$ cat config.mk
export PLATFORM = sky130hd
export DESIGN_NAME = tick_bar_rsi_atr_tracker_top_flat
export DESIGN_NICKNAME = d
export VERILOG_FILES = /design/src/rtl/core/tbr_pkg.sv /design/src/rtl/core/tbr_tick_if.sv /design/src/rtl/core/tbr_result_if.sv /design/src/rtl/core/tbr_ram.sv /design/src/rtl/core/tbr_div.sv /design/src/rtl/core/tick_bar_rsi_atr_tracker_top.sv /design/src/flat_wrapper.sv
export SDC_FILE = /design/constraint.sdc
export NUM_CORES = 2
export LEC_CHECK = 0
export BUFFER_PORTS_ARGS = -buffer_cell sky130_fd_sc_hd__buf_2
export CORE_ASPECT_RATIO = 1.4
export CORE_MARGIN = 5
export CORE_UTILIZATION = 40
export CTS_BUF_LIST = sky130_fd_sc_hd__clkbuf_4
export DETAILED_ROUTE_END_ITERATION = 6
export GPL_TIMING_DRIVEN = 1
export PLACE_DENSITY_LB_ADDON = 0.15
export SYNTH_ARGS = -nofsm -noshare
export SYNTH_HDL_FRONTEND = slang
export SYNTH_SLANG_ARGS = --single-unit
$ cat constraint.sdc
create_clock -name clk -period 12.02 [get_ports clk]
set_input_delay 2.404 -clock clk [delete_from_list [all_inputs] [get_ports clk]]
set_output_delay 2.404 -clock clk [all_outputs]
set_load 0.005 [all_outputs]
$ cat src/rtl/core/tbr_pkg.sv
// shared widths, defaults and constants of the tick bar rsi/atr tracker
// no dependencies
package tbr_pkg;

    localparam int PRICE_W = 24;
    localparam int MID_W   = 25;
    localparam int TIME_W  = 44;
    localparam int RSI_W   = 15;
    localparam int ATR_W   = 37;
    localparam int MIN_W   = 29;

    localparam int RSI_WINDOW_DEF = 14;
    localparam int ATR_WINDOW_DEF = 14;

    // 25600 = 100 * 256 = (2^14 + 2^13 + 2^10)
    localparam int RSI_SCALE_W = 15;
    localparam logic [RSI_W-1:0] RSI_FIFTY = 15'd12800;
    localparam logic [RSI_W-1:0] RSI_FULL  = 15'd25600;

    // bar index t / 60000 = (t >> 5) / 1875, with t >> 5 split at bit 20
    // 2^20 = 1875 * 559 + 451; low quotient by ceil(2^39 / 1875), exact below 2^28
    localparam longint BAR_PERIOD_MS = 60000;
    localparam int BAR_SHIFT  = 5;
    localparam int BAR_LOW_W  = 20;
    localparam int BAR_HI_W   = 19;
    localparam int BAR_Y_W    = 28;
    localparam int BAR_REC_W  = 29;
    localparam int BAR_REC_SH = 39;
    localparam int BAR_Q0     = 559;
    localparam int BAR_R0     = 451;
    localparam logic [BAR_REC_W-1:0] BAR_RECIP = 29'd293203101;

endpackage

$ cat src/rtl/core/tbr_tick_if.sv
// tick channel: valid/ready handshake with bid, ask and time payload
// depends on tbr_pkg
interface tbr_tick_if
    import tbr_pkg::*;
();
    logic                valid;
    logic                ready;
    logic [PRICE_W-1:0]  bid_price;
    logic [PRICE_W-1:0]  ask_price;
    logic [TIME_W-1:0]   time_ms;

    modport source (output valid, bid_price, ask_price, time_ms, input ready);
    modport sink   (input valid, bid_price, ask_price, time_ms, output ready);
endinterface

$ cat src/rtl/core/tbr_result_if.sv
// result channel: valid/ready handshake with bar, atr and rsi payload
// depends on tbr_pkg
interface tbr_result_if
    import tbr_pkg::*;
();
    logic              valid;
    logic              ready;
    logic              new_bar;
    logic [MID_W-1:0]  bar_high;
    logic [MID_W-1:0]  bar_low;
    logic              history_ready;
    logic [ATR_W-1:0]  atr_q8;
    logic [RSI_W-1:0]  rsi_q8;

    modport source (output valid, new_bar, bar_high, bar_low, history_ready, atr_q8, rsi_q8,
                    input ready);
    modport sink   (input valid, new_bar, bar_high, bar_low, history_ready, atr_q8, rsi_q8,
                    output ready);
endinterface

$ cat src/rtl/core/tbr_ram.sv
// simple dual-port ram, one write and one registered read per cycle
// no dependencies
module tbr_ram #(
    parameter int W     = 50,
    parameter int DEPTH = 14
) (
    input  logic                                    clk,
    input  logic                                    we,
    input  logic [(DEPTH > 1 ? $clog2(DEPTH) : 1)-1:0] waddr,
    input  logic [W-1:0]                            wdata,
    input  logic [(DEPTH > 1 ? $clog2(DEPTH) : 1)-1:0] raddr,
    output logic [W-1:0]                            rdata
);
    logic [W-1:0] mem [DEPTH];

    always_ff @(posedge clk)
    begin
        if (we)
        begin
            mem[waddr] <= wdata;
        end
        rdata <= mem[raddr];
    end
endmodule

$ cat src/rtl/core/tbr_div.sv
// restoring divider, one quotient bit per cycle
// no dependencies
module tbr_div #(
    parameter int DIVW = 44,
    parameter int DSW  = 30
) (
    input  logic            clk,
    input  logic            rst_n,
    input  logic            start,
    input  logic [DIVW-1:0] dividend,
    input  logic [DSW-1:0]  divisor,
    output logic            done,
    output logic [DIVW-1:0] quotient
);
    localparam int CntW = $clog2(DIVW + 1);

    logic            busy_reg;
    logic            done_reg;
    logic [CntW-1:0] cnt_reg;
    logic [DSW-1:0]  rem_reg;
    logic [DIVW-1:0] quo_reg;
    logic [DSW:0]    rem_sh;
    logic [DSW:0]    rem_sub;
    logic            ge;

    always_comb
    begin
        rem_sh  = {rem_reg, quo_reg[DIVW-1]};
        ge      = (rem_sh >= {1'b0, divisor});
        rem_sub = rem_sh - {1'b0, divisor};
    end

    always_ff @(posedge clk or negedge rst_n)
    begin
        if (!rst_n)
        begin
            busy_reg <= 1'b0;
            done_reg <= 1'b0;
            cnt_reg  <= '0;
        end
        else if (start)
        begin
            busy_reg <= 1'b1;
            done_reg <= 1'b0;
            cnt_reg  <= CntW'(DIVW);
        end
        else if (busy_reg)
        begin
            cnt_reg <= cnt_reg - 1'b1;
            if (cnt_reg == CntW'(1))
            begin
                busy_reg <= 1'b0;
                done_reg <= 1'b1;
            end
        end
        else
        begin
            done_reg <= 1'b0;
        end
    end

    always_ff @(posedge clk)
    begin
        if (start)
        begin
            rem_reg <= '0;
            quo_reg <= dividend;
        end
        else if (busy_reg)
        begin
            rem_reg <= ge ? rem_sub[DSW-1:0] : rem_sh[DSW-1:0];
            quo_reg <= {quo_reg[DIVW-2:0], ge};
        end
    end

    assign done     = done_reg;
    assign quotient = quo_reg;
endmodule

$ cat src/rtl/core/tick_bar_rsi_atr_tracker_top.sv
// tick bar tracker top: sequencer, move and true range windows, shared divider
// depends on tbr_pkg, tbr_tick_if, tbr_result_if, tbr_ram, tbr_div
//
//  channel  dir  payload                                              handshake
//  tick     in   bid_price, ask_price, time_ms                        valid/ready
//  result   out  new_bar, bar_high, bar_low, history_ready, atr, rsi  valid/ready
//
// a tick runs S_MIN, S_MOVE, S_RSI (not on the first tick), S_BAR, S_TR and S_ATR for a closed
// bar with history, then S_OUT, which waits out result stalls; the bar index comes from a
// constant reciprocal multiply in S_IDLE, S_MIN and S_MOVE; rsi uses one pass of the shared
// bit-serial divider once its window is full with losses, a closed bar with history uses another
// tick.ready is high only while idle; the result waits in registers for result.ready
// reset is asynchronous; no clearing pass, windows are tracked by fill counts
module tick_bar_rsi_atr_tracker_top
    import tbr_pkg::*;
#(
    parameter int RSI_WINDOW = RSI_WINDOW_DEF,
    parameter int ATR_WINDOW = ATR_WINDOW_DEF
) (
    input  logic          clk,
    input  logic          rst_n,
    tbr_tick_if.sink      tick,
    tbr_result_if.source  result
);
    localparam int RposW  = $clog2(RSI_WINDOW);
    localparam int RfillW = $clog2(RSI_WINDOW + 1);
    localparam int TotW   = MID_W + $clog2(RSI_WINDOW);
    localparam int NumW   = TotW + RSI_SCALE_W;
    localparam int ApW    = (ATR_WINDOW > 1) ? $clog2(ATR_WINDOW) : 1;
    localparam int AfillW = $clog2(ATR_WINDOW + 1);
    localparam int BarsW  = $clog2(ATR_WINDOW + 2);
    localparam int TrsW   = MID_W + $clog2(ATR_WINDOW);
    localparam int DivW   = (NumW > TrsW + 8) ? NumW : TrsW + 8;
    localparam int DsW    = (TotW + 1 > AfillW) ? TotW + 1 : AfillW;
    localparam int ProdW  = BAR_Y_W + BAR_REC_W;

    typedef enum logic [3:0] {
        S_IDLE, S_MIN, S_MOVE, S_RSI, S_RSI_WAIT, S_BAR, S_TR, S_ATR, S_ATR_WAIT, S_OUT
    } state_t;

    state_t              state_reg;
    logic [MID_W-1:0]    mid_reg;
    logic [MID_W-1:0]    prev_mid_reg;
    logic                prev_valid_reg;
    logic [RposW-1:0]    rsi_pos_reg;
    logic [RfillW-1:0]   rsi_fill_reg;
    logic [TotW-1:0]     gain_total_reg;
    logic [TotW-1:0]     loss_total_reg;
    logic [RSI_W-1:0]    rsi_hold_reg;
    logic [ATR_W-1:0]    atr_hold_reg;
    logic                bar_started_reg;
    logic [MIN_W-1:0]    bar_minute_reg;
    logic [MIN_W-1:0]    minute_reg;
    logic [BAR_Y_W-1:0]  y_reg;
    logic [MIN_W-1:0]    hq_reg;
    logic [ProdW-1:0]    prod_reg;
    logic [MID_W-1:0]    cur_high_reg;
    logic [MID_W-1:0]    cur_low_reg;
    logic [MID_W-1:0]    cur_close_reg;
    logic [MID_W-1:0]    last_close_reg;
    logic [BarsW-1:0]    bars_reg;
    logic [ApW-1:0]      tr_pos_reg;
    logic [AfillW-1:0]   tr_fill_reg;
    logic [TrsW-1:0]     tr_total_reg;
    logic [MID_W-1:0]    tr_new_reg;
    logic                new_bar_reg;
    logic [MID_W-1:0]    bar_high_reg;
    logic [MID_W-1:0]    bar_low_reg;
    logic                div_start_reg;
    logic [DivW-1:0]     div_dvd_reg;
    logic [DsW-1:0]      div_dsr_reg;

    logic                div_done;
    logic [DivW-1:0]     div_quo;
    logic                rsi_we;
    logic [2*MID_W-1:0]  rsi_rdata;
    logic                tr_we;
    logic [MID_W-1:0]    tr_rdata;

    logic [MID_W-1:0]    mv_gain;
    logic [MID_W-1:0]    mv_loss;
    logic                rsi_full;
    logic                tr_full;
    logic [MID_W-1:0]    tr_a;
    logic [MID_W-1:0]    tr_b;
    logic [MID_W-1:0]    tr_c;
    logic [MID_W-1:0]    tr_max;
    logic [NumW-1:0]     rsi_num;

    tbr_div #(.DIVW(DivW), .DSW(DsW)) u_div (
        .clk      (clk),
        .rst_n    (rst_n),
        .start    (div_start_reg),
        .dividend (div_dvd_reg),
        .divisor  (div_dsr_reg),
        .done     (div_done),
        .quotient (div_quo)
    );

    tbr_ram #(.W(2*MID_W), .DEPTH(RSI_WINDOW)) u_move_ram (
        .clk   (clk),
        .we    (rsi_we),
        .waddr (rsi_pos_reg),
        .wdata ({mv_gain, mv_loss}),
        .raddr (rsi_pos_reg),
        .rdata (rsi_rdata)
    );

    tbr_ram #(.W(MID_W), .DEPTH(ATR_WINDOW)) u_tr_ram (
        .clk   (clk),
        .we    (tr_we),
        .waddr (tr_pos_reg),
        .wdata (tr_new_reg),
        .raddr (tr_pos_reg),
        .rdata (tr_rdata)
    );

    always_comb
    begin
        mv_gain  = (mid_reg > prev_mid_reg) ? mid_reg - prev_mid_reg : '0;
        mv_loss  = (mid_reg < prev_mid_reg) ? prev_mid_reg - mid_reg : '0;
        rsi_full = (rsi_fill_reg == RfillW'(RSI_WINDOW));
        tr_full  = (tr_fill_reg == AfillW'(ATR_WINDOW));
        rsi_we   = (state_reg == S_MOVE) && prev_valid_reg;
        tr_we    = (state_reg == S_TR);
        tr_a     = cur_high_reg - cur_low_reg;
        tr_b     = (cur_high_reg > last_close_reg) ? cur_high_reg - last_close_reg
                                                   : last_close_reg - cur_high_reg;
        tr_c     = (cur_low_reg > last_close_reg) ? cur_low_reg - last_close_reg
                                                  : last_close_reg - cur_low_reg;
        tr_max   = tr_a;
        if (tr_b > tr_max)
        begin
            tr_max = tr_b;
        end
        if (tr_c > tr_max)
        begin
            tr_max = tr_c;
        end
        rsi_num  = (NumW'(gain_total_reg) << 14) + (NumW'(gain_total_reg) << 13)
                 + (NumW'(gain_total_reg) << 10);
    end

    always_ff @(posedge clk or negedge rst_n)
    begin
        if (!rst_n)
        begin
            state_reg       <= S_IDLE;
            mid_reg         <= '0;
            prev_mid_reg    <= '0;
            prev_valid_reg  <= 1'b0;
            rsi_pos_reg     <= '0;
            rsi_fill_reg    <= '0;
            gain_total_reg  <= '0;
            loss_total_reg  <= '0;
            rsi_hold_reg    <= RSI_FIFTY;
            atr_hold_reg    <= '0;
            bar_started_reg <= 1'b0;
            bar_minute_reg  <= '0;
            minute_reg      <= '0;
            y_reg           <= '0;
            hq_reg          <= '0;
            prod_reg        <= '0;
            cur_high_reg    <= '0;
            cur_low_reg     <= '0;
            cur_close_reg   <= '0;
            last_close_reg  <= '0;
            bars_reg        <= '0;
            tr_pos_reg      <= '0;
            tr_fill_reg     <= '0;
            tr_total_reg    <= '0;
            tr_new_reg      <= '0;
            new_bar_reg     <= 1'b0;
            bar_high_reg    <= '0;
            bar_low_reg     <= '0;
            div_start_reg   <= 1'b0;
            div_dvd_reg     <= '0;
            div_dsr_reg     <= '0;
        end
        else
        begin
            div_start_reg <= 1'b0;
            unique case (state_reg)
                S_IDLE:
                begin
                    if (tick.valid)
                    begin
                        mid_reg      <= MID_W'(tick.bid_price) + MID_W'(tick.ask_price);
                        new_bar_reg  <= 1'b0;
                        bar_high_reg <= '0;
                        bar_low_reg  <= '0;
                        y_reg        <= BAR_Y_W'(tick.time_ms[TIME_W-1 -: BAR_HI_W])
                                      * BAR_Y_W'(BAR_R0)
                                      + BAR_Y_W'(tick.time_ms[BAR_SHIFT +: BAR_LOW_W]);
                        hq_reg       <= MIN_W'(tick.time_ms[TIME_W-1 -: BAR_HI_W])
                                      * MIN_W'(BAR_Q0);
                        state_reg    <= S_MIN;
                    end
                end
                S_MIN:
                begin
                    prod_reg  <= ProdW'(y_reg) * ProdW'(BAR_RECIP);
                    state_reg <= S_MOVE;
                end
                S_MOVE:
                begin
                    minute_reg     <= hq_reg + MIN_W'(prod_reg[ProdW-1:BAR_REC_SH]);
                    prev_mid_reg   <= mid_reg;
                    prev_valid_reg <= 1'b1;
                    if (prev_valid_reg)
                    begin
                        gain_total_reg <= gain_total_reg
                                        - (rsi_full ? TotW'(rsi_rdata[2*MID_W-1:MID_W]) : '0)
                                        + TotW'(mv_gain);
                        loss_total_reg <= loss_total_reg
                                        - (rsi_full ? TotW'(rsi_rdata[MID_W-1:0]) : '0)
                                        + TotW'(mv_loss);
                        if (!rsi_full)
                        begin
                            rsi_fill_reg <= rsi_fill_reg + 1'b1;
                        end
                        rsi_pos_reg <= (rsi_pos_reg == RposW'(RSI_WINDOW - 1))
                                     ? '0 : rsi_pos_reg + 1'b1;
                        state_reg   <= S_RSI;
                    end
                    else
                    begin
                        state_reg <= S_BAR;
                    end
                end
                S_RSI:
                begin
                    if (!rsi_full)
                    begin
                        state_reg <= S_BAR;
                    end
                    else if (loss_total_reg == '0)
                    begin
                        rsi_hold_reg <= RSI_FULL;
                        state_reg    <= S_BAR;
                    end
                    else
                    begin
                        div_start_reg <= 1'b1;
                        div_dvd_reg   <= DivW'(rsi_num);
                        div_dsr_reg   <= DsW'(gain_total_reg) + DsW'(loss_total_reg);
                        state_reg     <= S_RSI_WAIT;
                    end
                end
                S_RSI_WAIT:
                begin
                    if (div_done)
                    begin
                        rsi_hold_reg <= div_quo[RSI_W-1:0];
                        state_reg    <= S_BAR;
                    end
                end
                S_BAR:
                begin
                    state_reg <= S_OUT;
                    if (!bar_started_reg)
                    begin
                        bar_started_reg <= 1'b1;
                        bar_minute_reg  <= minute_reg;
                        cur_high_reg    <= mid_reg;
                        cur_low_reg     <= mid_reg;
                        cur_close_reg   <= mid_reg;
                    end
                    else if (minute_reg != bar_minute_reg)
                    begin
                        new_bar_reg    <= 1'b1;
                        bar_high_reg   <= cur_high_reg;
                        bar_low_reg    <= cur_low_reg;
                        tr_new_reg     <= tr_max;
                        last_close_reg <= cur_close_reg;
                        if (bars_reg != BarsW'(ATR_WINDOW + 1))
                        begin
                            bars_reg <= bars_reg + 1'b1;
                        end
                        if (bars_reg != '0)
                        begin
                            state_reg <= S_TR;
                        end
                        bar_minute_reg <= minute_reg;
                        cur_high_reg   <= mid_reg;
                        cur_low_reg    <= mid_reg;
                        cur_close_reg  <= mid_reg;
                    end
                    else
                    begin
                        if (mid_reg > cur_high_reg)
                        begin
                            cur_high_reg <= mid_reg;
                        end
                        if (mid_reg < cur_low_reg)
                        begin
                            cur_low_reg <= mid_reg;
                        end
                        cur_close_reg <= mid_reg;
                    end
                end
                S_TR:
                begin
                    tr_total_reg <= tr_total_reg - (tr_full ? TrsW'(tr_rdata) : '0)
                                  + TrsW'(tr_new_reg);
                    if (!tr_full)
                    begin
                        tr_fill_reg <= tr_fill_reg + 1'b1;
                    end
                    tr_pos_reg <= (tr_pos_reg == ApW'(ATR_WINDOW - 1)) ? '0 : tr_pos_reg + 1'b1;
                    state_reg  <= S_ATR;
                end
                S_ATR:
                begin
                    div_start_reg <= 1'b1;
                    div_dvd_reg   <= DivW'(tr_total_reg) << 8;
                    div_dsr_reg   <= DsW'(tr_fill_reg);
                    state_reg     <= S_ATR_WAIT;
                end
                S_ATR_WAIT:
                begin
                    if (div_done)
                    begin
                        atr_hold_reg <= div_quo[ATR_W-1:0];
                        state_reg    <= S_OUT;
                    end
                end
                S_OUT:
                begin
                    if (result.ready)
                    begin
                        state_reg <= S_IDLE;
                    end
                end
                default:
                begin
                    state_reg <= S_IDLE;
                end
            endcase
        end
    end

    assign tick.ready           = (state_reg == S_IDLE);
    assign result.valid         = (state_reg == S_OUT);
    assign result.new_bar       = new_bar_reg;
    assign result.bar_high      = bar_high_reg;
    assign result.bar_low       = bar_low_reg;
    assign result.history_ready = (bars_reg >= BarsW'(2));
    assign result.atr_q8        = atr_hold_reg;
    assign result.rsi_q8        = rsi_hold_reg;

    a_rsi_fill: assert property (@(posedge clk) disable iff (!rst_n)
        rsi_fill_reg <= RfillW'(RSI_WINDOW))
        else $error("rsi window fill count overflow");

    a_tr_fill: assert property (@(posedge clk) disable iff (!rst_n)
        tr_fill_reg <= AfillW'(ATR_WINDOW))
        else $error("true range window fill count overflow");

    a_rsi_range: assert property (@(posedge clk) disable iff (!rst_n)
        rsi_hold_reg <= RSI_FULL)
        else $error("rsi above full scale");

    a_no_early_result: assert property (@(posedge clk) disable iff (!rst_n)
        tick.valid && tick.ready |=> !result.valid)
        else $error("result presented in the cycle after a tick transaction");

    a_bar_quiet: assert property (@(posedge clk) disable iff (!rst_n)
        result.valid && !result.new_bar |-> result.bar_high == '0 && result.bar_low == '0)
        else $error("bar fields set without a closed bar");
endmodule
$ cat src/flat_wrapper.sv
// flat-port wrapper written by rule: the top's interface ports become plain ports
module tick_bar_rsi_atr_tracker_top_flat import tbr_pkg::*;
#(
    parameter int RSI_WINDOW = RSI_WINDOW_DEF,
    parameter int ATR_WINDOW = ATR_WINDOW_DEF
)
  (clk, rst_n, tick_valid, tick_bid_price, tick_ask_price, tick_time_ms, tick_ready, result_valid, result_new_bar, result_bar_high, result_bar_low, result_history_ready, result_atr_q8, result_rsi_q8, result_ready);
  tbr_tick_if tick_i ();
  tbr_result_if result_i ();
  input  logic clk;
  input  logic rst_n;
  input wire logic [$bits(tick_i.valid)-1:0] tick_valid;
  input wire logic [$bits(tick_i.bid_price)-1:0] tick_bid_price;
  input wire logic [$bits(tick_i.ask_price)-1:0] tick_ask_price;
  input wire logic [$bits(tick_i.time_ms)-1:0] tick_time_ms;
  output wire logic [$bits(tick_i.ready)-1:0] tick_ready;
  output wire logic [$bits(result_i.valid)-1:0] result_valid;
  output wire logic [$bits(result_i.new_bar)-1:0] result_new_bar;
  output wire logic [$bits(result_i.bar_high)-1:0] result_bar_high;
  output wire logic [$bits(result_i.bar_low)-1:0] result_bar_low;
  output wire logic [$bits(result_i.history_ready)-1:0] result_history_ready;
  output wire logic [$bits(result_i.atr_q8)-1:0] result_atr_q8;
  output wire logic [$bits(result_i.rsi_q8)-1:0] result_rsi_q8;
  input wire logic [$bits(result_i.ready)-1:0] result_ready;
  assign tick_i.valid = tick_valid;
  assign tick_i.bid_price = tick_bid_price;
  assign tick_i.ask_price = tick_ask_price;
  assign tick_i.time_ms = tick_time_ms;
  assign tick_ready = tick_i.ready;
  assign result_valid = result_i.valid;
  assign result_new_bar = result_i.new_bar;
  assign result_bar_high = result_i.bar_high;
  assign result_bar_low = result_i.bar_low;
  assign result_history_ready = result_i.history_ready;
  assign result_atr_q8 = result_i.atr_q8;
  assign result_rsi_q8 = result_i.rsi_q8;
  assign result_i.ready = result_ready;
  tick_bar_rsi_atr_tracker_top #(.RSI_WINDOW(RSI_WINDOW), .ATR_WINDOW(ATR_WINDOW)) u_core (.clk(clk), .rst_n(rst_n), .tick(tick_i), .result(result_i));
endmodule
==> results.yml <==
synth:
  synth_edf_count: 1094
  synth_cells: 9318
  netlist_area_um2: 111000
  syn-num-nets: 10930
  yosysWarnings: 0
  synth_cell_types: 94
  ys_seq_elements: 1798
  synth-seq-area-share_pct: 44.9
  synth-async-reset-ratio_pct: 33.3
  yosys_most_used_dff: "edfxtp_1"
  avgSynthCellArea_um2: 11.9
sta:
  finalSetupViolCount: 0
  slew_headroom_pct: 9.68
  slew_violations: 0
  fin_worst_skew_ns: 0.208
  setup_tns_ns: 0
  fin_crit_ns: 9.89
  holdWs_ns: 0.405
  hold_viol: 0
  max_freq_ghz: 0.101
  tightest_slew_ns: 1.35
  rsz0062_at_grt: "no"
  fin_crit_sh_pct: 82.3
setup_path:
  worst_setup_path_start_kind: "flip-flop"
  crit_top_cell: "nand2_1"
  reg2reg_setup_slack_ns: 2.13
  crit_type: "flip-flop to flip-flop"
  cp.required_ns: 13.17
  reg2regPathDepth: 28
  cp_max_fo: 20
  max_stage_delay_ns: 0.62
  cp_slowest_cell: "nand2_1"
  r2r_end: "u_core.tr_new_reg[17]"
  r2r_start: "u_core.last_close_reg[12]"
  cp-end-kind: "flip-flop"
  arrival_ns: 11.05
clock_tree:
  cts_setup_buffers: 0
  cts.sinks: 1798
  cts_tree: "done"
  htree_levels: 5
  cts_buffers: 451
  clk_pin_slew_ns: 0.07
  clkLatencyLatePin_ns: 1.38
  root_buffer: "clkbuf_4"
  cts_resized: 0
  postCtsHoldBufs: 0
  clk_path_buf_depth: 4
floorplanning:
  pin_count: 202
  core_area_um2: 277000
  fp-row-count: 229
  die_x_um: 456
  die_height_um: 634
  initial_utilization_pct: 40.1
  die-area_um2: 289000
routing:
  vias_per_cell: 5.35
  wl_mm: 327
  via_count: 73965
  drt_iter0_drc: 4395
  ant_nets: 0
  wire_per_inst_um: 23.6
  drtPass1Iterations: 7
  drc: 3
grt:
  overflow: 0
  antenna_found_initial: 15
  grt_usage_pct: 22.3
  grt_pass1_wl_mm: 491
  grt_pass1_vias: 77656
  grt_max_degree: 150
cells_and_area:
  area_growth_pct: 10.3
  layout-drive-gt1-share_pct: 16.3
  top_register: "u_core.u_move_ram.mem"
  largest_reg_flops: 700
  top_regs: "u_core.u_move_ram.mem (700), u_core.u_tr_ram.mem (350), u_core.u_move_ram.rdata (50)"
  n_fill_cell: 26048
  fin_nets: 11362
run:
  max_cap_viol_count: 0
status:
  violations: "design-rule violations"
  outcome: "complete, but fails checks"
placement:
  dpl.hpwl_mm: 244
  gp_congestion: 0.908
  portBuffers: 196
worst_hold_path:
  min_from: "u_core.u_div.quotient[17]"
  holdPathStages: 1
  hp-class: "flip-flop to flip-flop"
  min_to: "u_core.result.atr_q8[17]"
logic make-up (layout without fill, tap and decap cells):
group           count (synthesis)  in the layout  share of synthesized area [%]
compound gates               1831           1831                           10.2
fa+ha+maj                    1516           1516                           20.7
xor+xnor                      388            388                           3.06
mux                           571            571                           8.73
simple gates                 1734           1734                           7.33
flops                        1798           1798                           44.9
other cells                     0             11                              0
buf+inv                      1480           2291                           5.04
cells in the mapped netlist (68+ instances only):
cell | instances | share of area (%)
a21o_1 | 226 | 1.5
a21oi_1 | 447 | 2.0
and2_1 | 118 | 0.66
clkbuf_1 | 254 | 0.86
dfrtp_1 | 596 | 13
dfxtp_1 | 105 | 1.9
edfxtp_1 | 1094 | 30
fa_1 | 544 | 9.8
ha_1 | 972 | 11
inv_1 | 1157 | 3.9
mux2_2 | 190 | 1.9
mux2i_1 | 80 | 0.72
mux4_2 | 300 | 6.1
nand2_1 | 668 | 2.3
nand3_1 | 146 | 0.66
nand4_1 | 74 | 0.42
nor2_1 | 332 | 1.1
nor2b_1 | 68 | 0.38
nor3_1 | 92 | 0.41
o21ai_0 | 596 | 2.7
o21bai_1 | 69 | 0.47
xnor2_1 | 230 | 1.8
xor2_1 | 158 | 1.2
routing by layer:
metal  up-vias  GRT usage (%)  wire, um
li1      34306              -         -
met2      1727           40.5    169000
met4        16           10.4     16900
met5         -              0       123
met1     37264           26.3    129000
met3       652           2.80     11600
layout by cell type (no fill, tap or decap), drive strengths merged, types with 15 or more instances in the layout:
master and instances:
a211oi 60, a21o 226, a21oi 448, a221oi 15, a311oi 28, a31oi 65
and2 118, and3 38, buf 299, clkbuf 696, clkinv 118, dfrtp 596
dfxtp 105, edfxtp 1094, fa 544, ha 972, inv 1171, mux2 191
mux2i 80, mux4 300, nand2 669, nand2b 59, nand3 147, nand4 74
nor2 333, nor2b 68, nor3 92, nor4 26, o211ai 27, o21a 54
o21ai 603, o21bai 70, o22ai 41, o31ai 27, or2 24, or3 37
xnor2 230, xor2 158
layout make-up:
cell class                      count  area, um2  share of cell area, %
Multi-Input combinational cell   6040      55900                   45.6
Sequential cell                  1798      50000                   40.7
Clock buffer                      696       5230                   4.26
Tap cell                         3696       4620                   3.77
Inverter                         1160       4350                   3.55
Timing Repair Buffer              299       1800                   1.47
Clock inverter                    136        759                  0.619
Antenna cell                       11       27.5                 0.0224
metrics by stage:
step,instance area (um2),setup slack [ns],utilization [%],instances
final,123000,2.13,44.2,13836
after global routing,123000,1.64,44.2,13834
after CTS,123000,2.10,44.2,13825
after detailed placement,117000,2.20,42.1,12993
after global placement,117000,2.17,42.1,12993
after floorplan,111000,4.76,-,9318
worst max-delay path by stage:
stage                                   start                     to  slack [ns]  cells past startpoint
finish              u_core.last_close_reg[12]  u_core.tr_new_reg[17]        2.13                     28
floorplan            u_core.last_close_reg[8]   u_core.tr_new_reg[9]        4.76                     34
global route        u_core.last_close_reg[16]  u_core.tr_new_reg[17]        1.64                     28
global placement    u_core.last_close_reg[16]  u_core.tr_new_reg[17]        2.17                     28
detailed placement  u_core.last_close_reg[16]  u_core.tr_new_reg[17]        2.20                     28
CTS                 u_core.last_close_reg[16]  u_core.tr_new_reg[17]        2.10                     28
critical path: cells and delay by family, from the launching register on:
kind	cells	cell delay (ns)
AO/OA/AOI/OAI	14	4.77
AND/OR/NAND/NOR	9	3.14
adder cells (fa/ha/maj)	3	1.19
flip-flops	1	0.38
XOR/XNOR	1	0.17
buffers and inverters	1	0.10
Power is left out: the tool's default activity adds up to more than one toggle a clock period on the data nets, which glitch-free logic cannot reach.
